<file path="config.mk">
export PLATFORM = sky130hd
export DESIGN_NAME = abdt_queue
export DESIGN_NICKNAME = d
export VERILOG_FILES = /design/src/rtl/abdt_pkg.sv /design/src/rtl/abdt_queue.sv
export SDC_FILE = /design/constraint.sdc
export NUM_CORES = 1
export LEC_CHECK = 0
export ABC_AREA = 0
export BUFFER_PORTS_ARGS = -buffer_cell sky130_fd_sc_hd__buf_2
export CORE_AREA = 5 5 172 257
export CTS_BUF_LIST = sky130_fd_sc_hd__clkbuf_4
export CTS_CLUSTER_DIAMETER = 100
export DETAILED_ROUTE_END_ITERATION = 8
export DIE_AREA = 0 0 177 262
export PLACE_DENSITY = 0.77
export SLEW_MARGIN = 30
export SYNTH_ARGS = -nofsm -noshare
export SYNTH_HDL_FRONTEND = slang
export SYNTH_SLANG_ARGS = --single-unit
export TNS_END_PERCENT = 50
</file>
<file path="constraint.sdc">
create_clock -name clk -period 6.5 [get_ports clk]
set_clock_uncertainty 0.15 [all_clocks]
set_input_delay 0.325 -clock clk [delete_from_list [all_inputs] [get_ports clk]]
set_output_delay 0.325 -clock clk [all_outputs]
set_load 0.02 [all_outputs]
</file>
<file path="src/rtl/abdt_pkg.sv">
`timescale 1ns / 1ps
// ----------------------------------------------------------------------------
// abdt_pkg
// Shared types, constants and elaboration-time helpers for the anchor box
// decoder with score threshold.
// ----------------------------------------------------------------------------
package abdt_pkg;

    // Default width of one signed box delta inside its 16-bit lane
    localparam int DELTA_BITS = 16;

    // Configuration port
    localparam int CFG_DATA_W  = 16;
    localparam int CFG_INDEX_W = 3;

    localparam logic [CFG_INDEX_W-1:0] REG_THRESH_Q        = 3'd0;
    localparam logic [CFG_INDEX_W-1:0] REG_SCORE_EXPONENT  = 3'd1;
    localparam logic [CFG_INDEX_W-1:0] REG_BOX_EXPONENT    = 3'd2;
    localparam logic [CFG_INDEX_W-1:0] REG_INV_RESIZE_X    = 3'd3;
    localparam logic [CFG_INDEX_W-1:0] REG_INV_RESIZE_Y    = 3'd4;

    localparam logic [15:0] INV_RESIZE_ONE = 16'd4096;

    // Sigmoid constants: log2(e) in Q16, |x| clamp of 16.0 in Q16
    localparam logic [16:0] LOG2E_Q16 = 17'd94548;
    localparam logic [20:0] SIG_CLAMP = 21'h100000;

    // exp2 of the fraction: high bits come from a table, the rest take one
    // multiply step each
    localparam int EXP_FRAC_BITS = 16;
    localparam int EXP_HI_BITS   = 8;
    localparam int EXP_LO_STAGES = EXP_FRAC_BITS - EXP_HI_BITS;
    localparam int EXP_TAB_SIZE  = 1 << EXP_HI_BITS;

    // Restoring divider: one quotient bit per stage
    localparam int DIV_STAGES = 17;

    // Register counts along the sigmoid and box paths
    localparam int SIG_LAT = 3 + EXP_LO_STAGES + 1 + DIV_STAGES;
    localparam int BOX_LAT = 6;

    // Depth of the queue between front and back
    localparam int QUEUE_DEPTH = 4;

    typedef struct packed {
        logic signed [15:0] score_value;
        logic [63:0]        box_deltas;
        logic [7:0]         category;
        logic [7:0]         grid_y;
        logic [7:0]         grid_x;
        logic [6:0]         step_y;
        logic [6:0]         step_x;
        logic [7:0]         center_off_y;
        logic [7:0]         center_off_x;
        logic [9:0]         anc_height;
        logic [9:0]         anc_width;
    } cell_t;

    typedef struct packed {
        logic [7:0]         box_category;
        logic [15:0]        confidence;
        logic signed [15:0] left;
        logic signed [15:0] top;
        logic signed [15:0] right;
        logic signed [15:0] bottom;
    } box_t;

    typedef struct packed {
        logic signed [15:0] thresh_q;
        logic signed [4:0]  score_exponent;
        logic signed [4:0]  box_exponent;
        logic [15:0]        inv_resize_x;
        logic [15:0]        inv_resize_y;
    } cfg_t;

    // Floor square root, used only to build constants
    function automatic logic [63:0] isqrt64(input logic [63:0] v);
        logic [63:0] x;
        logic [63:0] r;
        logic [63:0] b;
        x = v;
        r = '0;
        b = 64'd1 << 62;
        for (int k = 0; k < 32; k++) begin
            if (x >= r + b) begin
                x = x - (r + b);
                r = (r >> 1) + b;
            end else begin
                r = r >> 1;
            end
            b = b >> 2;
        end
        return r;
    endfunction

    // 2^(-2^-n) in Q0.32, each constant the floor root of the one before
    function automatic logic [31:0] exp2_const(input int n);
        logic [63:0] c;
        c = 64'd1 << 31;
        for (int i = 1; i <= n; i++) begin
            c = isqrt64(c << 32);
        end
        return c[31:0];
    endfunction

    // Partial product over the high fraction bits, Q0.32 (1.0 = 2^32)
    function automatic logic [32:0] exp2_hi(input int idx);
        logic [63:0] acc;
        logic [63:0] c;
        acc = 64'd1 << 32;
        c   = 64'd1 << 31;
        for (int i = 1; i <= EXP_HI_BITS; i++) begin
            c = isqrt64(c << 32);
            if (((idx >> (EXP_HI_BITS - i)) & 1) != 0) begin
                acc = (acc * c) >> 32;
            end
        end
        return acc[32:0];
    endfunction

endpackage

</file>
<file path="src/rtl/abdt_queue.sv">
`timescale 1ns / 1ps
// ----------------------------------------------------------------------------
// abdt_queue
// Small FIFO between front and back so each side can stall on its own.
// ----------------------------------------------------------------------------
module abdt_queue (
    input  logic            clk,
    input  logic            rst_n,
    input  logic            push,
    input  abdt_pkg::cell_t push_cell,
    output logic            full,
    input  logic            pop,
    output abdt_pkg::cell_t head,
    output logic            empty
);

    localparam int DEPTH = abdt_pkg::QUEUE_DEPTH;
    localparam int PTR_W = $clog2(DEPTH);
    localparam int CNT_W = $clog2(DEPTH + 1);

    abdt_pkg::cell_t  mem [DEPTH];
    logic [PTR_W-1:0] wr_ptr_reg;
    logic [PTR_W-1:0] wr_ptr_next;
    logic [PTR_W-1:0] rd_ptr_reg;
    logic [PTR_W-1:0] rd_ptr_next;
    logic [CNT_W-1:0] count_reg;
    logic [CNT_W-1:0] count_next;

    assign full  = count_reg == CNT_W'(DEPTH);
    assign empty = count_reg == '0;
    assign head  = mem[rd_ptr_reg];

    // Pointer and fill count update
    always_comb
    begin
        wr_ptr_next = wr_ptr_reg;
        rd_ptr_next = rd_ptr_reg;
        count_next  = count_reg;
        if (push)
        begin
            wr_ptr_next = (wr_ptr_reg == PTR_W'(DEPTH - 1)) ? '0 : wr_ptr_reg + 1'b1;
        end
        if (pop)
        begin
            rd_ptr_next = (rd_ptr_reg == PTR_W'(DEPTH - 1)) ? '0 : rd_ptr_reg + 1'b1;
        end
        case ({push, pop})
            2'b10:   count_next = count_reg + 1'b1;
            2'b01:   count_next = count_reg - 1'b1;
            default: count_next = count_reg;
        endcase
    end

    always_ff @(posedge clk or negedge rst_n)
    begin
        if (!rst_n)
        begin
            wr_ptr_reg <= '0;
            rd_ptr_reg <= '0;
            count_reg  <= '0;
        end
        else
        begin
            wr_ptr_reg <= wr_ptr_next;
            rd_ptr_reg <= rd_ptr_next;
            count_reg  <= count_next;
        end
    end

    always_ff @(posedge clk)
    begin
        if (push)
        begin
            mem[wr_ptr_reg] <= push_cell;
        end
    end

endmodule

</file>
[Yosys cells after proc, flatten, opt, wreduce, memory -nomap -nowiden]
Memory sizes are Yosys's and may differ from the RTL's.
Cells that the tools add are included.
Cells by class
  multiplexer cells: 5
  $add $sub $neg: 4
  eq/ne operators: 5
  reductions and logical operators: 2
Operator list (number)
  2-bit == test (second input constant): 3
  3-bit case mux with 2 select lines: 1
  2-bit by 1-bit adder with 2-bit output (second input constant): 2
  2-bit two-way mux: 2
  3-bit by 1-bit adder with 3-bit output (second input constant): 1
  3-bit == test (second input constant): 1
  3-bit zero test: 1
  3-bit by 1-bit subtractor with 3-bit output (second input constant): 1
  2-bit by 1-bit == test with 1-bit output (second input constant): 1
  1-bit two-way mux: 2
  2-bit nonzero test: 1
Storage, ports and cells
  input bits: 158
  word-level logic and storage cells: 20
  register bits: 7
  output and inout port bits: 156
  RAM bits: 616
  memories: 1
Memories
  mem: words 4, width 154, read ports 1, clocked after Yosys merged registers in 0, write ports 1, line abdt_queue.sv:21  | abdt_pkg::cell_t mem [DEPTH];

[Longest topological paths before layout]
  depth in word-level cells: 2
  mapped depth: 7
  gate-level depth less buffers: 7

[Worst setup path after synthesis]
Ideal clock, no wire load.
  kind: register to register
  start: register wr_ptr_reg[0]
  end: memory mem[0][0] (netlist bit) (enable)
  cell stages (with the launch flop): 4
  data required time: 5.818 ns
  arrival time: 4.139 ns
  library setup time: 0.532 ns
  slack: 1.679 ns
  period minus slack after synthesis: 4.821 ns
  buffers on the path: 0
  cells stage by stage: dfrtp_1 -> inv_1 -> ha_1 -> and2_1
RTL lines
  start, declared: line abdt_queue.sv:22  | logic [PTR_W-1:0] wr_ptr_reg;
  start signal, assigned: line abdt_queue.sv:64  | wr_ptr_reg <= wr_ptr_next;
  end, declared: line abdt_queue.sv:21
Straight into the memory's write port.

==> results.md <==
* Status: finished clean
* Die Span X at 177 um
* # rows at 92
* Final Hold Fails at 0
* Layout cells sized above 1 at 0.460
* Total gr overflow at 0
* Final Core Density at 0.677
* Max stage delay cell, worst path: dfrtp_4
* WL final at 46400 um
* Synth unique cells at 23
* Syn Inst Count at 843
* ANT nets after route at 0
* Sequential share of power at 0.440
* CTS clk-pin slew, worst paths at 0.08 ns
* CP Max Fanout at 33
* Number of global-route vias before repair at 12500
* Final Cycle Share at 0.572
* CTS Buf Count at 140
* Pre-antenna DRT Iters at 5
* Max-cap violation count at 0
* Initial Util at 0.545
* Dpl hpwl at 26000 um
* Data required, critical path at 6.02 ns
* R2R cell count at 4
* Switching part of the total at 0.320
* Clock Root Buffer: clkbuf_4
* Routed vias/inst at 5.33
* Worst R2R End: mem[0][100]
* Crit path capture type: output pin
* RSZ-0062 raised after global routing: false
* Reg2reg setup slack at 3.85 ns
* Syn Std Cell Area at 22700 um^2
* Area grow syn2layout at 24.2%
* Post-Syn Area per Cell at 26.9 um^2
* Area of the die at 46400 um^2
* Core Box Area at 41700 um^2
* Leak at 9.89 nW
* Hold EP: mem[0][153]
* Max reg flops at 616
* Net Count, Synth at 1008
* CTS H-tree lvls at 4
* CTS tree: done
* P_sw at 3.90 mW
* # nets final at 1599
* Initial antenna violation count at 2
* Clock tree buffer depth at 3
* HP Start: push_cell[153]
* Cell internal pwr at 8.30 mW
* Clock Sinks at 623
* Total track usage at 0.204
* DRC Markers at 0
* Initial drt markers at 678
* FF-to-FF Start: wr_ptr_reg[0]
* PortBufs at 313
* Final non-filler cell total at 2099
* Biggest area consumer among synthesized cells: edfxtp_1
* VDD IR max at 0.000274 V
* Clk Latency, worst-skew pair at 0.81 ns
* Slowest cell delay on critical path at 0.69 ns
* Sequential fraction of the synthesis area at 0.822
* Total number of vias at 11200
* Setup CP Type: register to output pin
* Worst Hold Class: input pin to register
* First-pass GRT wire length at 70700 um
* Tmin final at 3.72 ns
* Slew @ Worst Pin at 0.930 ns
* Seq cells post-synth at 623
* Clock power share at 0.245
* Synth top area cells: edfxtp_1, mux4_2, dfrtp_1, buf_8, ha_1
* Wire per inst at 22.1 um
* Dpl cells at 1698
* Setup violations, final at 0
* RePlAce Congestion at 0.739
* Critical Path, Cell by Cell: buf_16 > buf_4 > mux4_2 > buf_2
* Slew Limit Headroom at 0.380
* CP arrival at 3.24 ns
* Synth top area share at 0.815
* Setup TNS at 0 ns
* Largest net degree at the start of global routing at 92
* Final Max Tran Viols at 0
* CP startpoint kind: register
* Peak Freq at 269 MHz
* PD cells at 432 nW/um^2
* YS warnings at 0
* Io pins at 314
* Cell depth of the worst hold path at 2
* Die height at 262 um
* Gate power share at 0.315
[routing by layer]
| metal | vias up | global-route usage | wire length, um |
|---|---|---|---|
| met3 | 88 | 0.0590 | 3340 |
| met2 | 466 | 0.358 | 25300 |
| li1 | 4931 | - | - |
| met4 | 0 | 0.0935 | 1640 |
| met5 | - | 0 | 0 |
| met1 | 5709 | 0.232 | 16100 |
[what timing repair did]
| action | CTS | global route |
|---|---|---|
| hold endpoints to repair | 695 | 0 |
| setup buffers | 0 | 0 |
| resized for setup | 0 | 0 |
| hold buffers | 158 | 0 |
[power by group through the flow]
stage,combinational [mW],clock (mW),sequential [mW]
detailed placement,3.82,0,5.45
CTS,3.92,3.06,5.37
global placement,3.68,0,5.52
finish,3.84,2.99,5.37
floorplan,2.78,0,5.42
global route,4.10,3.32,5.42
[cell usage after synthesis]
cell and instances:
dfrtp_1 7, nor2_1 2, edfxtp_1 616, xor2_1 2, buf_2 13, clkbuf_1 4, nand2_1 1, inv_1 6
or3_1 1, buf_6 6, nor3_1 1, and2_1 4, buf_12 1, mux2_2 2, and3_1 1, fa_1 1
buf_8 10, buf_4 1, mux4_2 154, ha_1 6, xnor2_1 1, mux2i_1 1, o21ai_0 2
[layout make-up]
type,instances,area (um^2)
inverters,6,22.5
repair buffers,484,3310
clock inverters,38,272
clock buffers,201,1510
diodes,4,10.0
well taps,564,706
flip-flops and latches,623,18700
multi-input cells,179,3700
fillers,2596,13500
[worst max path at each step]
stage	end	startpoint	slack (ns)	cells past startpoint
2_1_floorplan	mem[0][0]	wr_ptr_reg[0]	1.68	3
3_3_place_gp	head[103]	rd_ptr_reg[0]	3.32	3
3_5_place_dp	head[103]	rd_ptr_reg[0]	3.52	4
6_report	head[140]	rd_ptr_reg[0]	2.78	4
5_1_grt	head[103]	rd_ptr_reg[0]	2.44	4
4_1_cts	head[103]	rd_ptr_reg[0]	2.60	4
[stage by stage]
stage	cell area, um^2	hold WS (ns)	setup WS [ns]	total power, mW
global placement	24800	0.0154	3.32	9.20
floorplan	22700	-0.121	1.68	8.19
finish	28200	0.113	2.78	12.2
global route	28200	0.0346	2.44	12.8
CTS	28200	0.0206	2.60	12.3
detailed placement	24800	0.0220	3.52	9.28
[worst max-delay path: cells and delay by family, from the launching register on]
kind                   cells  cell delay (ns)
DFF                        1             0.69
buffers and inverters      3             1.08
muxes                      1             0.59
[cell usage in the layout, fill, tap and decap left out, drive strengths merged]
master	instances
and2	4
and3	1
buf	326
bufinv	4
clkbuf	201
clkinv	30
clkinvlp	1
dfrtp	7
diode	4
dlygate4sd3	158
edfxtp	616
fa	1
ha	6
inv	9
mux2	2
mux2i	1
mux4	154
nand2	1
nor2	2
nor3	1
o21ai	2
or3	1
xnor2	1
xor2	2
[cells by family (layout without fill, tap and decap cells)]
group           Yosys count  count (layout)  share of synthesized area
flops                   623             623                      0.822
mux                     157             157                      0.154
buf+inv                  41             729                     0.0153
simple gates             10              10                    0.00237
fa+ha+maj                 7               7                    0.00419
xor+xnor                  3               3                    0.00116
compound gates            2               2                   0.000441
other cells               0               4                          0
Note: power is estimated with default switching activity, not from simulation.
