==> src/rtl/abdt_pkg.sv <==
`timescale 1ns / 1ps
// ----------------------------------------------------------------------------
// abdt_pkg
// Shared types, constants and elaboration-time helpers for the anchor box
// decoder with score threshold.
// ----------------------------------------------------------------------------
package abdt_pkg;

    // Default width of one signed box delta inside its 16-bit lane
    localparam int DELTA_BITS = 16;

    // Configuration port
    localparam int CFG_DATA_W  = 16;
    localparam int CFG_INDEX_W = 3;

    localparam logic [CFG_INDEX_W-1:0] REG_THRESH_Q        = 3'd0;
    localparam logic [CFG_INDEX_W-1:0] REG_SCORE_EXPONENT  = 3'd1;
    localparam logic [CFG_INDEX_W-1:0] REG_BOX_EXPONENT    = 3'd2;
    localparam logic [CFG_INDEX_W-1:0] REG_INV_RESIZE_X    = 3'd3;
    localparam logic [CFG_INDEX_W-1:0] REG_INV_RESIZE_Y    = 3'd4;

    localparam logic [15:0] INV_RESIZE_ONE = 16'd4096;

    // Sigmoid constants: log2(e) in Q16, |x| clamp of 16.0 in Q16
    localparam logic [16:0] LOG2E_Q16 = 17'd94548;
    localparam logic [20:0] SIG_CLAMP = 21'h100000;

    // exp2 of the fraction: high bits come from a table, the rest take one
    // multiply step each
    localparam int EXP_FRAC_BITS = 16;
    localparam int EXP_HI_BITS   = 8;
    localparam int EXP_LO_STAGES = EXP_FRAC_BITS - EXP_HI_BITS;
    localparam int EXP_TAB_SIZE  = 1 << EXP_HI_BITS;

    // Restoring divider: one quotient bit per stage
    localparam int DIV_STAGES = 17;

    // Register counts along the sigmoid and box paths
    localparam int SIG_LAT = 3 + EXP_LO_STAGES + 1 + DIV_STAGES;
    localparam int BOX_LAT = 6;

    // Depth of the queue between front and back
    localparam int QUEUE_DEPTH = 4;

    typedef struct packed {
        logic signed [15:0] score_value;
        logic [63:0]        box_deltas;
        logic [7:0]         category;
        logic [7:0]         grid_y;
        logic [7:0]         grid_x;
        logic [6:0]         step_y;
        logic [6:0]         step_x;
        logic [7:0]         center_off_y;
        logic [7:0]         center_off_x;
        logic [9:0]         anc_height;
        logic [9:0]         anc_width;
    } cell_t;

    typedef struct packed {
        logic [7:0]         box_category;
        logic [15:0]        confidence;
        logic signed [15:0] left;
        logic signed [15:0] top;
        logic signed [15:0] right;
        logic signed [15:0] bottom;
    } box_t;

    typedef struct packed {
        logic signed [15:0] thresh_q;
        logic signed [4:0]  score_exponent;
        logic signed [4:0]  box_exponent;
        logic [15:0]        inv_resize_x;
        logic [15:0]        inv_resize_y;
    } cfg_t;

    // Floor square root, used only to build constants
    function automatic logic [63:0] isqrt64(input logic [63:0] v);
        logic [63:0] x;
        logic [63:0] r;
        logic [63:0] b;
        x = v;
        r = '0;
        b = 64'd1 << 62;
        for (int k = 0; k < 32; k++) begin
            if (x >= r + b) begin
                x = x - (r + b);
                r = (r >> 1) + b;
            end else begin
                r = r >> 1;
            end
            b = b >> 2;
        end
        return r;
    endfunction

    // 2^(-2^-n) in Q0.32, each constant the floor root of the one before
    function automatic logic [31:0] exp2_const(input int n);
        logic [63:0] c;
        c = 64'd1 << 31;
        for (int i = 1; i <= n; i++) begin
            c = isqrt64(c << 32);
        end
        return c[31:0];
    endfunction

    // Partial product over the high fraction bits, Q0.32 (1.0 = 2^32)
    function automatic logic [32:0] exp2_hi(input int idx);
        logic [63:0] acc;
        logic [63:0] c;
        acc = 64'd1 << 32;
        c   = 64'd1 << 31;
        for (int i = 1; i <= EXP_HI_BITS; i++) begin
            c = isqrt64(c << 32);
            if (((idx >> (EXP_HI_BITS - i)) & 1) != 0) begin
                acc = (acc * c) >> 32;
            end
        end
        return acc[32:0];
    endfunction

endpackage

==> src/rtl/abdt_front.sv <==
`timescale 1ns / 1ps
// ----------------------------------------------------------------------------
// abdt_front
// Input stage: takes cells, compares the score against the threshold and
// forwards only cells that pass into the queue.
// ----------------------------------------------------------------------------
module abdt_front (
    input  logic               clk,
    input  logic               rst_n,
    input  logic               cell_valid,
    output logic               cell_stall,
    input  abdt_pkg::cell_t    cell_data,
    input  logic signed [15:0] threshold,
    input  logic               queue_full,
    output logic               push,
    output abdt_pkg::cell_t    push_cell
);

    logic            hold_vld_reg;
    logic            hold_vld_next;
    abdt_pkg::cell_t hold_cell_reg;
    logic            accept;
    logic            pass;

    // Holding register is busy only while a passing cell waits for room
    assign cell_stall = hold_vld_reg && queue_full;
    assign accept     = cell_valid && !cell_stall;
    assign push       = hold_vld_reg && !queue_full;
    assign push_cell  = hold_cell_reg;

    // Strict compare: a score equal to the threshold is dropped
    assign pass = $signed(cell_data.score_value) > threshold;

    always_comb
    begin
        hold_vld_next = hold_vld_reg;
        if (accept)
        begin
            hold_vld_next = pass;
        end
        else if (push)
        begin
            hold_vld_next = 1'b0;
        end
    end

    always_ff @(posedge clk or negedge rst_n)
    begin
        if (!rst_n)
        begin
            hold_vld_reg <= 1'b0;
        end
        else
        begin
            hold_vld_reg <= hold_vld_next;
        end
    end

    always_ff @(posedge clk)
    begin
        if (accept)
        begin
            hold_cell_reg <= cell_data;
        end
    end

endmodule

==> config.mk <==
export PLATFORM = sky130hd
export DESIGN_NAME = abdt_front
export DESIGN_NICKNAME = d
export VERILOG_FILES = /design/src/rtl/abdt_pkg.sv /design/src/rtl/abdt_front.sv
export SDC_FILE = /design/constraint.sdc
export NUM_CORES = 1
export LEC_CHECK = 0
export ABC_AREA = 1
export BUFFER_PORTS_ARGS = -buffer_cell sky130_fd_sc_hd__buf_2
export CORE_ASPECT_RATIO = 0.5
export CORE_MARGIN = 4
export CORE_UTILIZATION = 42
export CTS_CLUSTER_SIZE = 8
export DETAILED_ROUTE_END_ITERATION = 7
export PLACE_DENSITY = 0.8
export SYNTH_ARGS = -nofsm -noshare
export SYNTH_HDL_FRONTEND = slang
export SYNTH_SLANG_ARGS = --single-unit
export TNS_END_PERCENT = 10
==> constraint.sdc <==
create_clock -name clk -period 10.86 [get_ports clk]
set_input_delay 0.543 -clock clk [delete_from_list [all_inputs] [get_ports clk]]
set_output_delay 0.543 -clock clk [all_outputs]
set_load 0.1 [all_outputs]
# Word-level counts from Yosys, hierarchy flattened
# Index checks and enable logic that the tools add are counted.
# word_totals
ramBits	0
rom_bits	0
ff_bits	155
out_inout_bits	156
inputBits	174
latchBits	0
mem_count	0
wordCells	21
# classes
n_shift	0
n_reduce_logical	6
n_addsub	0
div	0
mul	0
eq_ne	0
magnitude_cmp	1
n_mux	2
bitwise	0
# op_table
operator	n
16-bit > comparator	1
1-bit logical AND	3
1-bit zero test	2
1-bit two-way mux	2
2-bit nonzero test	1

# Longest topological paths before layout
# Gate-level depths: netlist of run 1.
# logic_depth
word_depth	4
ltp_mapped	12
ltp_nobuf	12

# Worst setup path after synthesis of run 1
# OpenSTA, ideal clock, no wires.
# synth_timing
kind	in2reg
from	input queue_full
to	register hold_cell_reg (netlist bit push_cell[0]), enable pin
stages	3
slack_ns	2.631
t_arrival_ns	7.561
required_time_ns	10.191
n_path_buf	0
setup_time_ns	0.669
cell_sequence	nand2_1 inv_1 nor2_1
# synth_between
elab_chain_cells	3
# synth_rtl
item	line_no	text
start: declaration	abdt_front.sv:14	input logic queue_full,
1-bit logical AND	abdt_front.sv:26	assign cell_stall = hold_vld_reg && queue_full;
named net cell_stall	abdt_front.sv:11	output logic cell_stall,
1-bit zero test	abdt_front.sv:27	assign accept = cell_valid && !cell_stall;
1-bit logical AND	abdt_front.sv:27	
named net accept	abdt_front.sv:22	logic accept;
end signal: assignment	abdt_front.sv:63	hold_cell_reg <= cell_data;
end: declaration	abdt_front.sv:21	abdt_pkg::cell_t hold_cell_reg;
# The timed path passes the listed nets, and every way through them passes these cells.
# A chain may end at the register's enable or synchronous reset.

# Worst setup path in the final report of run 1
# layout_timing
from	register hold_vld_reg
to	register hold_cell_reg (netlist bit push_cell[137]), enable pin
# layout_between
elab_chain_cells	3
# layout_rtl
item	line_no	text
start: declaration	abdt_front.sv:19	logic hold_vld_reg;
start signal: assignment	abdt_front.sv:55	hold_vld_reg <= hold_vld_next;
1-bit logical AND	abdt_front.sv:26	
1-bit zero test	abdt_front.sv:27	
1-bit logical AND	abdt_front.sv:27	
named net accept	abdt_front.sv:22	
# The timed path passes the listed nets, and every way through them passes these cells.

==> flow_summary.yaml, run 1 <==
critical_path:
  path_common_cell: "sky130_fd_sc_hd__buf_4"
  cp_slowest_cell: "sky130_fd_sc_hd__buf_4"
  critPathTopFamily: "buffers and inverters"
  cp.arrival_ns: 2.69
  crit_path_max_incr_delay_ns: 0.88
  worstPathMaxFanout: 79
  timing.critical_path.from_type: "flop"
  setup.worst_path.class: "reg -> reg"
  worst-endpoint-required_ns: 10.88
  crit_chain: "nand2_1 > inv_1 > nor2_4 > buf_4 > buf_4"
  critPathCaptureType: "flop"
  worst-path-buf-inv: 3
routing:
  route.vias.total: 3374
  vias_per_cell: 4.365
  drt_iter0_drc: 186
  detail_route.wirelength_mm: 13.95
  route.detailed.wl_per_inst_um: 18.05
  drtPass1Iterations: 4
  detail_route.drc_violations: 0
  ant_nets: 0
global_route:
  grt_antenna_before_repair: 0
  grt_overflow_total: 0
  gr-usage-all-layers_pct: 18.82
  grt_max_degree: 80
  gr-usage-met2_pct: 33.65
  vias_in_the_first_global_route: 3431
  grt_use_met3_pct: 4.228
  grt.busiest_layer: "met2"
  met1_track_demand_over_resource_in_global_routing_pct: 22.45
  first_pass_grt_wire_length_mm: 19.40
sta:
  worst_slew_margin_rel_pct: 32.57
  period_minus_slack_ns: 2.672
  max_freq_ghz: 0.3743
  setup_total_negative_slack_ns: 0
  rsz0062_at_grt: "false"
  setup_violations: 0
  final.setup_skew_ns: 0.008414
  final_min_period_over_clock_period_pct: 24.60
  hold_violations: 0
  slew_violations: 0
  transition_at_the_pin_with_the_smallest_max_transition_slack_ns: 1.011
  worst_hold_slack_ns: 0.3109
pwr:
  power_density_nw_per_um2: 224.4
  power.share.combinational_pct: 22.9
  switching_share_pct: 33.44
  finalPower_mw: 1.720
  clkPwrFrac_pct: 35.1
  power.sequential.fraction_pct: 41.9
  power.ir.vdd_worst_mv: 0.1043
  cellInternalPower_mw: 1.145
  switchingPower_mw: 0.5753
  leakage_nw: 3.475
die:
  die-width_um: 165.1
  ios: 330
  dieArea_sq_um: 14280
  design.core.area_sq_um: 11950
  initial_utilization_pct: 43.36
  std_cell_rows: 28
  vert_die_dim_um: 86.53
synth:
  asyncSetResetFlopFracSynth_pct: 0.6452
  synth_top_cell_by_area: "sky130_fd_sc_hd__edfxtp_1"
  post_synth_main_area_contributors: "sky130_fd_sc_hd__edfxtp_1 (89%), sky130_fd_sc_hd__ha_1 (3.9%), sky130_fd_sc_hd__inv_1 (2.2%)"
  count_of_cell_types_in_the_netlist: 13
  synthMostInstantiatedCell: "sky130_fd_sc_hd__edfxtp_1"
  ys_warn_count: 0
  top_cells_by_count_synth: "sky130_fd_sc_hd__edfxtp_1 (154), sky130_fd_sc_hd__inv_1 (30), sky130_fd_sc_hd__nand2_1 (25), sky130_fd_sc_hd__ha_1 (16), sky130_fd_sc_hd__a21oi_1 (5)"
  synth-seq-cells: 155
  predominant_post_synthesis_flop_cell: "sky130_fd_sc_hd__edfxtp_1"
  synth_area_per_cell_sq_um: 21.06
  synth-edff-count: 154
  area_fraction_of_the_dominant_cell_type_after_synthesis_pct: 89.28
  syn_area_sq_um: 5180
  netlist_instances: 246
  synth_nets: 436
  synth_seq_area_share_pct: 89.76
clock_tree:
  clk_transition_reported_paths_ns: 0.06
  clk_root_buffer_cell: "sky130_fd_sc_hd__clkbuf_16"
  cts_sinks: 155
  cts_buffers: 17
  tritoncts: "built"
  clock_path_buffers: 2
  post_cts_resize_count: 0
  cts_max_level: 4
  clk-insertion-delay-late_ns: 0.40
placed_design:
  placed_cell_area_sq_um: 7056
  detailedPlacementHpwl_mm: 11.01
  numPortBuffers: 329
  gp_congestion: 0.8445
finish:
  largest_register_ff_count: 154
  n_fill_cell: 917
  final_nets: 787
  sequential_cell_area_sq_um: 4649
  area_growth_syn_to_layout_pct: 48.02
  diodes: 0
  total_area_of_multi_input_combinational_cells_sq_um: 425.4
  finalInstanceArea_sq_um: 7667
  final_layout_size_suffix_gt1_share_pct: 60.36
worst_hold_path:
  hp_class: "in -> reg"
status:
  status: "finished clean"
job:
  drv_cap: 0
[per-layer routing]
metal  vias to the layer above  wire (um)
li1                       1604          -
met1                      1653       5374
met2                        97       7833
met3                        20        510
met4                         0        231
met5                         -          0
[power by group through the flow]
| stage | Sequential [mW] | Combinational (mW) | Clock [mW] |
|---|---|---|---|
| 2_1_floorplan | 1.02 | 0.0343 | 0 |
| 3_3_place_gp | 0.732 | 0.392 | 0 |
| 3_5_place_dp | 0.734 | 0.396 | 0 |
| 4_1_cts | 0.722 | 0.397 | 0.612 |
| 5_1_grt | 0.725 | 0.406 | 0.645 |
| 6_report | 0.721 | 0.395 | 0.605 |
[worst register-to-register path, cell delays in order, from the launching register on]
cell and delay (ns):
sky130_fd_sc_hd__dfrtp_1 0.37, sky130_fd_sc_hd__nand2_1 0.07, sky130_fd_sc_hd__inv_1 0.07, sky130_fd_sc_hd__nor2_4 0.07, sky130_fd_sc_hd__buf_4 0.75, sky130_fd_sc_hd__buf_4 0.93
[cells in the final DEF, fill, tap and decap left out, types with 2 or more instances in the layout]
cell / netlist / layout
sky130_fd_sc_hd__edfxtp_1: 154 / 154
sky130_fd_sc_hd__nand2_1: 25 / 25
sky130_fd_sc_hd__buf_4: 0 / 2
sky130_fd_sc_hd__inv_1: 30 / 30
sky130_fd_sc_hd__bufinv_16: 0 / 4
sky130_fd_sc_hd__ha_1: 16 / 16
sky130_fd_sc_hd__nor2_1: 4 / 3
sky130_fd_sc_hd__nand2_2: 3 / 3
sky130_fd_sc_hd__clkinvlp_4: 0 / 3
sky130_fd_sc_hd__nand3_1: 2 / 2
sky130_fd_sc_hd__a21oi_1: 5 / 5
sky130_fd_sc_hd__clkinv_1: 0 / 3
sky130_fd_sc_hd__clkbuf_16: 0 / 17
sky130_fd_sc_hd__nand3_2: 2 / 2
sky130_fd_sc_hd__buf_2: 0 / 329
sky130_fd_sc_hd__nor2_4: 2 / 3
[what timing repair did]
action | in CTS | in global routing
hold buffers | 1 | 0
hold endpoints to repair | 1 | 0
setup buffers | 0 | 0
[cell type report]
| cell class | count | area share (%) |
|---|---|---|
| timing repair buffer | 332 | 21.80 |
| clock buffer | 17 | 5.548 |
| clock inverter | 13 | 2.301 |
| multi-input combinational | 61 | 5.548 |
| inverter | 30 | 1.469 |
| tap | 165 | 2.693 |
| sequential | 155 | 60.64 |
[stage by stage]
stage / util, % / std cells / setup WS [ns]
after floorplan: - / 246 / 2.631
after global placement: 59.06 / 742 / 8.001
after detailed placement: 59.06 / 742 / 7.892
after CTS: 64.18 / 773 / 8.165
after global routing: 64.18 / 773 / 7.999
final: 64.18 / 773 / 8.188
[path summary, 6_finish.rpt]
| kind | start | end | slack [ns] | cells past startpoint |
|---|---|---|---|---|
| setup / recovery | hold_vld_reg | push_cell[137] | 8.19 | 5 |
| hold / removal | cell_data[78] | push_cell[78] | 0.31 | 1 |
| setup reg to reg | hold_vld_reg | push_cell[137] | 8.19 | 5 |
| hold reg to reg | hold_vld_reg | hold_vld_reg | 0.51 | 2 |
| max in group asynchronous | rst_n | hold_vld_reg | 10.34 | 2 |
| min in group asynchronous | rst_n | hold_vld_reg | 0.43 | 2 |
[logic make-up (layout without fill, tap and decap cells)]
logic type / count (synthesis) / count (layout) / synth area share (%)
compound gates: 5 / 5 / 0.4830
fa+ha+maj: 16 / 16 / 3.865
buf+inv: 30 / 392 / 2.174
flops: 155 / 155 / 89.76
simple gates: 40 / 40 / 3.720
No activity file was read; power rests on OpenSTA's default activity.
==> inputs of run 2 (changes only) <==
clock period = 2.6 ns   (was 10.86 ns; I/O delays follow)
==> run 2 against run 1 <==
  * Synthesized area unchanged
  * The flow now stops in 4_1_cts
  * Synthesized cell count unchanged
==> flow_summary.yaml, run 2 <==
synth:
  synth-xor-area-share_pct: 0
  netlist_instances: 246
  predominant_post_synthesis_flop_cell: "sky130_fd_sc_hd__edfxtp_1"
  synth-edff-count: 154
  synth_adder_area_share_pct: 3.865
  synth_top_family_by_area: "adder cells"
  synthMostInstantiatedCell: "sky130_fd_sc_hd__edfxtp_1"
  synthSimpleGateAreaFrac_pct: 3.720
  count_of_cell_types_in_the_netlist: 13
  synth_mux_area_share_pct: 0
  synth-seq-cells: 155
  synth_compound_gate_area_share_pct: 0.4831
  post_synth_main_area_contributors: "sky130_fd_sc_hd__edfxtp_1 (89%), sky130_fd_sc_hd__ha_1 (3.9%), sky130_fd_sc_hd__inv_1 (2.2%)"
  synth_top_cell_by_area: "sky130_fd_sc_hd__edfxtp_1"
  synth_area_per_cell_sq_um: 21.06
  asyncSetResetFlopFracSynth_pct: 0.6452
  ys_warn_count: 0
  top_cells_by_count_synth: "sky130_fd_sc_hd__edfxtp_1 (154), sky130_fd_sc_hd__inv_1 (30), sky130_fd_sc_hd__nand2_1 (25), sky130_fd_sc_hd__ha_1 (16), sky130_fd_sc_hd__a21oi_1 (5)"
  area_fraction_of_the_dominant_cell_type_after_synthesis_pct: 89.28
  synth_seq_area_share_pct: 89.76
  syn_area_sq_um: 5180
  synth_nets: 436
die:
  vert_die_dim_um: 86.53
  die-width_um: 165.1
  initial_utilization_pct: 43.36
  std_cell_rows: 28
  ios: 330
clock_tree:
  postCtsSetupRepairBufs: 0
  cts_sinks: 155
  post_cts_resize_count: 0
  cts_max_level: 4
  ctsHoldBuffers: 155
  clock_path_buffers: 2
  clk_root_buffer_cell: "sky130_fd_sc_hd__clkbuf_16"
  cts_buffers: 17
status:
  error_line: "[ERROR RSZ-0060] Max buffer count reached."
  last-stage-reached: "4_1_cts"
  status: "stopped before the end"
placed_design:
  numPortBuffers: 329
  detailedPlacementHpwl_mm: 11.65
  gp_congestion: 0.8424
  dp_worst_setup_slack_ns: 1.182
-- run 2: cell counts after synthesis --
No cell type changed its count.
-- run 2: logic make-up after synthesis --
| family | Yosys count |
|---|---|
| AO/OA/AOI/OAI | 5 |
| buffers and inverters | 30 |
| adder cells (fa/ha/maj) | 16 |
| flip-flops | 155 |
| AND/OR/NAND/NOR | 40 |
-- run 2: metrics by stage --
stage               hold WS [ns]  area [sq um]  setup TNS (ns)  std cells
detailed placement      -0.09234          7081               0        742
floorplan                -0.1656          5187         -165.93        246
global placement        -0.08995          7081               0        742
==> inputs of run 3 (changes only) <==
CORE_AREA = 4 4 126 128   (was default)
CORE_ASPECT_RATIO = default   (was 0.5)
CORE_MARGIN = default   (was 4)
CORE_UTILIZATION = default   (was 42)
CTS_CLUSTER_SIZE = default   (was 8)
DIE_AREA = 0 0 130 132   (was default)
PLACE_DENSITY = default   (was 0.8)
PLACE_DENSITY_LB_ADDON = 0.15   (was default)
==> run 3 against run 2 <==
  * The run now ends clean
==> flow_summary.yaml, run 3 (synthesized netlist as in run 1, its figures left out) <==
status:
  status: "finished clean"
sta:
  transition_at_the_pin_with_the_smallest_max_transition_slack_ns: 0.7160
  slew_violations: 0
  worst_slew_margin_rel_pct: 52.27
  final_min_period_over_clock_period_pct: 62.69
  setup_total_negative_slack_ns: 0
  setup_violations: 0
  hold_violations: 0
  period_minus_slack_ns: 1.630
  max_freq_ghz: 0.6135
  final.setup_skew_ns: 0.004425
  rsz0062_at_grt: "false"
clock_tree:
  clk-insertion-delay-late_ns: 0.42
  clk_root_buffer_cell: "sky130_fd_sc_hd__clkbuf_16"
  cts_sinks: 155
  clk_transition_reported_paths_ns: 0.06
  post_cts_resize_count: 0
  cts_buffers: 17
  clock_path_buffers: 2
  tritoncts: "built"
  cts_max_level: 4
finish:
  n_fill_cell: 1149
  largest_register_ff_count: 154
  final_layout_size_suffix_gt1_share_pct: 48.24
  sequential_cell_area_sq_um: 4649
  area_growth_syn_to_layout_pct: 77.37
  total_area_of_multi_input_combinational_cells_sq_um: 425.4
  final_nets: 942
  final_common_cell: "sky130_fd_sc_hd__buf_2"
  most-common-layout-cells: "sky130_fd_sc_hd__buf_2 (329), sky130_fd_sc_hd__dlygate4sd3_1 (156), sky130_fd_sc_hd__edfxtp_1 (154)"
die:
  ios: 330
  vert_die_dim_um: 132
  die-width_um: 130
  design.core.area_sq_um: 14860
  std_cell_rows: 45
  dieArea_sq_um: 17160
  initial_utilization_pct: 34.85
critical_path:
  critical_path.reg2reg.startpoint: "hold_vld_reg"
  reg2reg_slack_ns: 0.97
  critPathCaptureType: "flop"
  timing.critical_path.from_type: "flop"
  setup.worst_path.class: "reg -> reg"
  crit_path_max_incr_delay_ns: 0.51
  worst-path-buf-inv: 2
  worst_r2r_endpoint: "push_cell[88]"
  cp.arrival_ns: 1.68
  worst-endpoint-required_ns: 2.65
  critPathTopFamily: "buffers and inverters"
  crit_chain: "nand2_1 > inv_1 > nor2_4 > buf_12"
  worstPathMaxFanout: 132
  reg2regPathDepth: 4
  cp_slowest_cell: "sky130_fd_sc_hd__buf_12"
placed_design:
  numPortBuffers: 329
  gp_congestion: 0.7565
  detailedPlacementHpwl_mm: 10.87
routing:
  route.detailed.wl_per_inst_um: 16.41
  ant_nets: 0
  detail_route.wirelength_mm: 15.66
  route.vias.total: 4008
  vias_per_cell: 4.201
  drt_iter0_drc: 164
  detail_route.drc_violations: 0
  drtPass1Iterations: 4
pwr:
  power_density_nw_per_um2: 767.4
  leakage_nw: 4.096
  power.ir.vdd_worst_mv: 0.4280
  finalPower_mw: 7.051
global_route:
  first_pass_grt_wire_length_mm: 23.13
  grt_antenna_before_repair: 1
  grt_max_degree: 133
  grt_overflow_total: 0
  gr-usage-all-layers_pct: 18.00
  vias_in_the_first_global_route: 4395
job:
  drv_cap: 0
worst_hold_path:
  hp_class: "in -> async"
run 3: worst max path at each step:
stage,start,endpoint,slack [ns],cells after the start
3_3_place_gp,hold_vld_reg,push_cell[115],1.03,4
3_5_place_dp,hold_vld_reg,push_cell[86],0.99,4
5_1_grt,hold_vld_reg,push_cell[31],0.86,4
2_1_floorplan,hold_vld_reg,push_cell[0],-1.08,3
4_1_cts,hold_vld_reg,push_cell[7],0.99,4
6_report,hold_vld_reg,push_cell[88],0.97,4
run 3: per-stage QoR:
step                instances  worst slack (ns)  instance area, sq um  hold WS (ns)  utilization [%]
global route              954            0.8562                  9188       0.01450            61.81
finish                    954            0.9701                  9188       0.03119            61.81
detailed placement        765            0.9931                  7097      -0.08404            47.74
global placement          765             1.034                  7097      -0.08250            47.74
floorplan                 246            -1.077                  5187       -0.1656                -
CTS                       953            0.9860                  9185      0.005124            61.79
run 3: area by class of cell:
| cell class | instances | share of cell area [%] |
|---|---|---|
| Clock buffer | 17 | 4.630 |
| Inverter | 30 | 1.226 |
| Sequential cell | 155 | 50.61 |
| Timing Repair Buffer | 487 | 35.22 |
| Antenna cell | 1 | 0.02724 |
| Tap cell | 188 | 2.560 |
| Clock inverter | 15 | 1.103 |
| Multi-Input combinational cell | 61 | 4.630 |
run 3: routing by layer:
metal / track usage (%) / share of wire (%) / vias up
li1: - / - / 1926
met1: 19.32 / 37 / 1844
met2: 31.89 / 52 / 215
met3: 7.374 / 10 / 23
met4: 5.831 / 1.7 / 0
met5: 0 / 0 / -
run 3: power by group:
part	switching, mW	total, mW	internal [mW]
logic	1.46	1.84	0.384
clock network	0.985	2.20	1.21
registers	0.0428	3.01	2.96
total	2.49	7.05	4.56
run 3: timing repair:
item                      4_1_cts  5_1_grt
hold endpoints to repair      156        0
buffers inserted                0        0
hold buffers                  156        0
==> inputs of run 4 (changes only) <==
clock period = 1.4 ns   (was 2.6 ns; I/O delays follow)
==> run 4 against run 3 <==
  * Wire length is 2.4% higher
  * Via count is 1.2% higher
  * Register-to-register slack worse by 0.89 ns
==> flow_summary.yaml, run 4 (synthesized netlist as in run 1, its figures left out) <==
die:
  dieArea_sq_um: 17160
  initial_utilization_pct: 34.85
  design.core.area_sq_um: 14860
  std_cell_rows: 45
  ios: 330
  die-width_um: 130
  vert_die_dim_um: 132
sta:
  setup_slack_ns: 0.07845
  setup_violations: 0
  final.setup_skew_ns: 0.01066
  worst_hold_slack_ns: 0.04497
  slew_violations: 0
  setup_total_negative_slack_ns: 0
  max_freq_ghz: 0.7567
  hold_violations: 0
  worst_slew_margin_rel_pct: 64.71
  period_minus_slack_ns: 1.322
  final_min_period_over_clock_period_pct: 94.40
  transition_at_the_pin_with_the_smallest_max_transition_slack_ns: 0.5330
  rsz0062_at_grt: "true"
job:
  drv_cap: 0
finish:
  total_area_of_multi_input_combinational_cells_sq_um: 539.3
  area_growth_syn_to_layout_pct: 83.74
  finalCoreUtilization_pct: 64.03
  largest_register_ff_count: 154
  finalInstanceArea_sq_um: 9518
  layout.cells.non_filler: 962
  final_nets: 950
  most-common-layout-cells: "sky130_fd_sc_hd__buf_2 (323), sky130_fd_sc_hd__dlygate4sd3_1 (155), sky130_fd_sc_hd__edfxtp_1 (154)"
  n_fill_cell: 1123
  sequential_cell_area_sq_um: 4649
  final_common_cell: "sky130_fd_sc_hd__buf_2"
  final_layout_size_suffix_gt1_share_pct: 50.71
routing:
  drtPass1Iterations: 4
  route.vias.total: 4055
  vias_per_cell: 4.215
  route.detailed.wl_per_inst_um: 16.66
  drt_iter0_drc: 196
  ant_nets: 0
  detail_route.drc_violations: 0
  detail_route.wirelength_mm: 16.03
critical_path:
  setup.worst_path.class: "reg -> out"
  cp.arrival_ns: 1.25
  cp_slowest_cell: "sky130_fd_sc_hd__dfrtp_1"
  worstPathMaxFanout: 2
  worst-path-buf-inv: 2
  critPathCaptureType: "primary output"
  crit_chain: "inv_1 > nor2_1 > buf_4"
  critPathTopFamily: "flip-flops"
  crit_path_max_incr_delay_ns: 0.37
  timing.critical_path.from_type: "flop"
  worst-endpoint-required_ns: 1.33
placed_design:
  numPlacedInstances: 771
  detailedPlacementHpwl_mm: 11.42
  placed_cell_area_sq_um: 7217
  numPortBuffers: 329
  dp_worst_setup_slack_ns: 0.05211
  gp_congestion: 0.7958
global_route:
  vias_in_the_first_global_route: 4394
  gr-usage-all-layers_pct: 18.27
  grt_overflow_total: 0
  first_pass_grt_wire_length_mm: 23.33
  grt_max_degree: 48
  grt_antenna_before_repair: 1
pwr:
  finalPower_mw: 13.57
  leakage_nw: 4.209
  power_density_nw_per_um2: 1426
  power.ir.vdd_worst_mv: 0.7656
clock_tree:
  tritoncts: "built"
  cts_sinks: 155
  cts_max_level: 4
  cts_buffers: 17
  clk_root_buffer_cell: "sky130_fd_sc_hd__clkbuf_16"
  clk_transition_reported_paths_ns: 0.07
  clock_path_buffers: 2
  clk-insertion-delay-late_ns: 0.42
status:
  status: "finished clean"
worst_hold_path:
  hp_class: "in -> reg"
[run 4: cell types whose count changed in the layout (fill, tap and decap cells not counted), moves of 5 or more]
cell	previous run	this run
sky130_fd_sc_hd__ha_1	16	9
sky130_fd_sc_hd__buf_12	1	6
sky130_fd_sc_hd__buf_4	1	7
sky130_fd_sc_hd__nand2_1	25	20
sky130_fd_sc_hd__buf_2	329	323
sky130_fd_sc_hd__ha_4	0	7
sky130_fd_sc_hd__nand2_2	3	8
[run 4: cell type report]
class	count	area share (%)
well taps	188	2.471
repair buffers	495	35.77
diodes	1	0.02629
clock buffers	19	4.548
flip-flops and latches	155	48.85
multi-input cells	61	5.666
clock inverters	13	1.485
inverters	30	1.183
[run 4: timing repair]
item	in CTS	in global routing
endpoints found under the hold margin	156	0
buffers inserted	0	4
pin swaps	0	5
gates cloned	0	0
hold buffers	157	0
endpoints found under the setup margin	2	99
resized for setup	2	22
[run 4: metal layers]
metal | GRT usage [%] | wire length (um)
met2 | 32.84 | 8565
met5 | 0 | 0
met3 | 8.266 | 1655
met1 | 18.54 | 5517
met4 | 6.178 | 289
[run 4: where the power goes]
| group | total, mW | internal, mW | switching, mW |
|---|---|---|---|
| clock network | 4.42 | 2.63 | 1.79 |
| registers | 5.58 | 5.50 | 0.0778 |
| logic | 3.57 | 0.814 | 2.76 |
| total | 13.6 | 8.95 | 4.63 |
[run 4: path summary, 6_finish.rpt]
path                                startpoint        endpoint  slack, ns  cells after the start
min in group asynchronous                rst_n    hold_vld_reg       0.52                      3
max in group asynchronous                rst_n    hold_vld_reg       0.76                      3
worst min-delay path            cell_data[151]  push_cell[151]       0.04                      1
worst min register to register    hold_vld_reg    hold_vld_reg       0.52                      2
worst max-delay path              hold_vld_reg            push       0.08                      3
worst max register to register    hold_vld_reg    push_cell[4]       0.08                      5
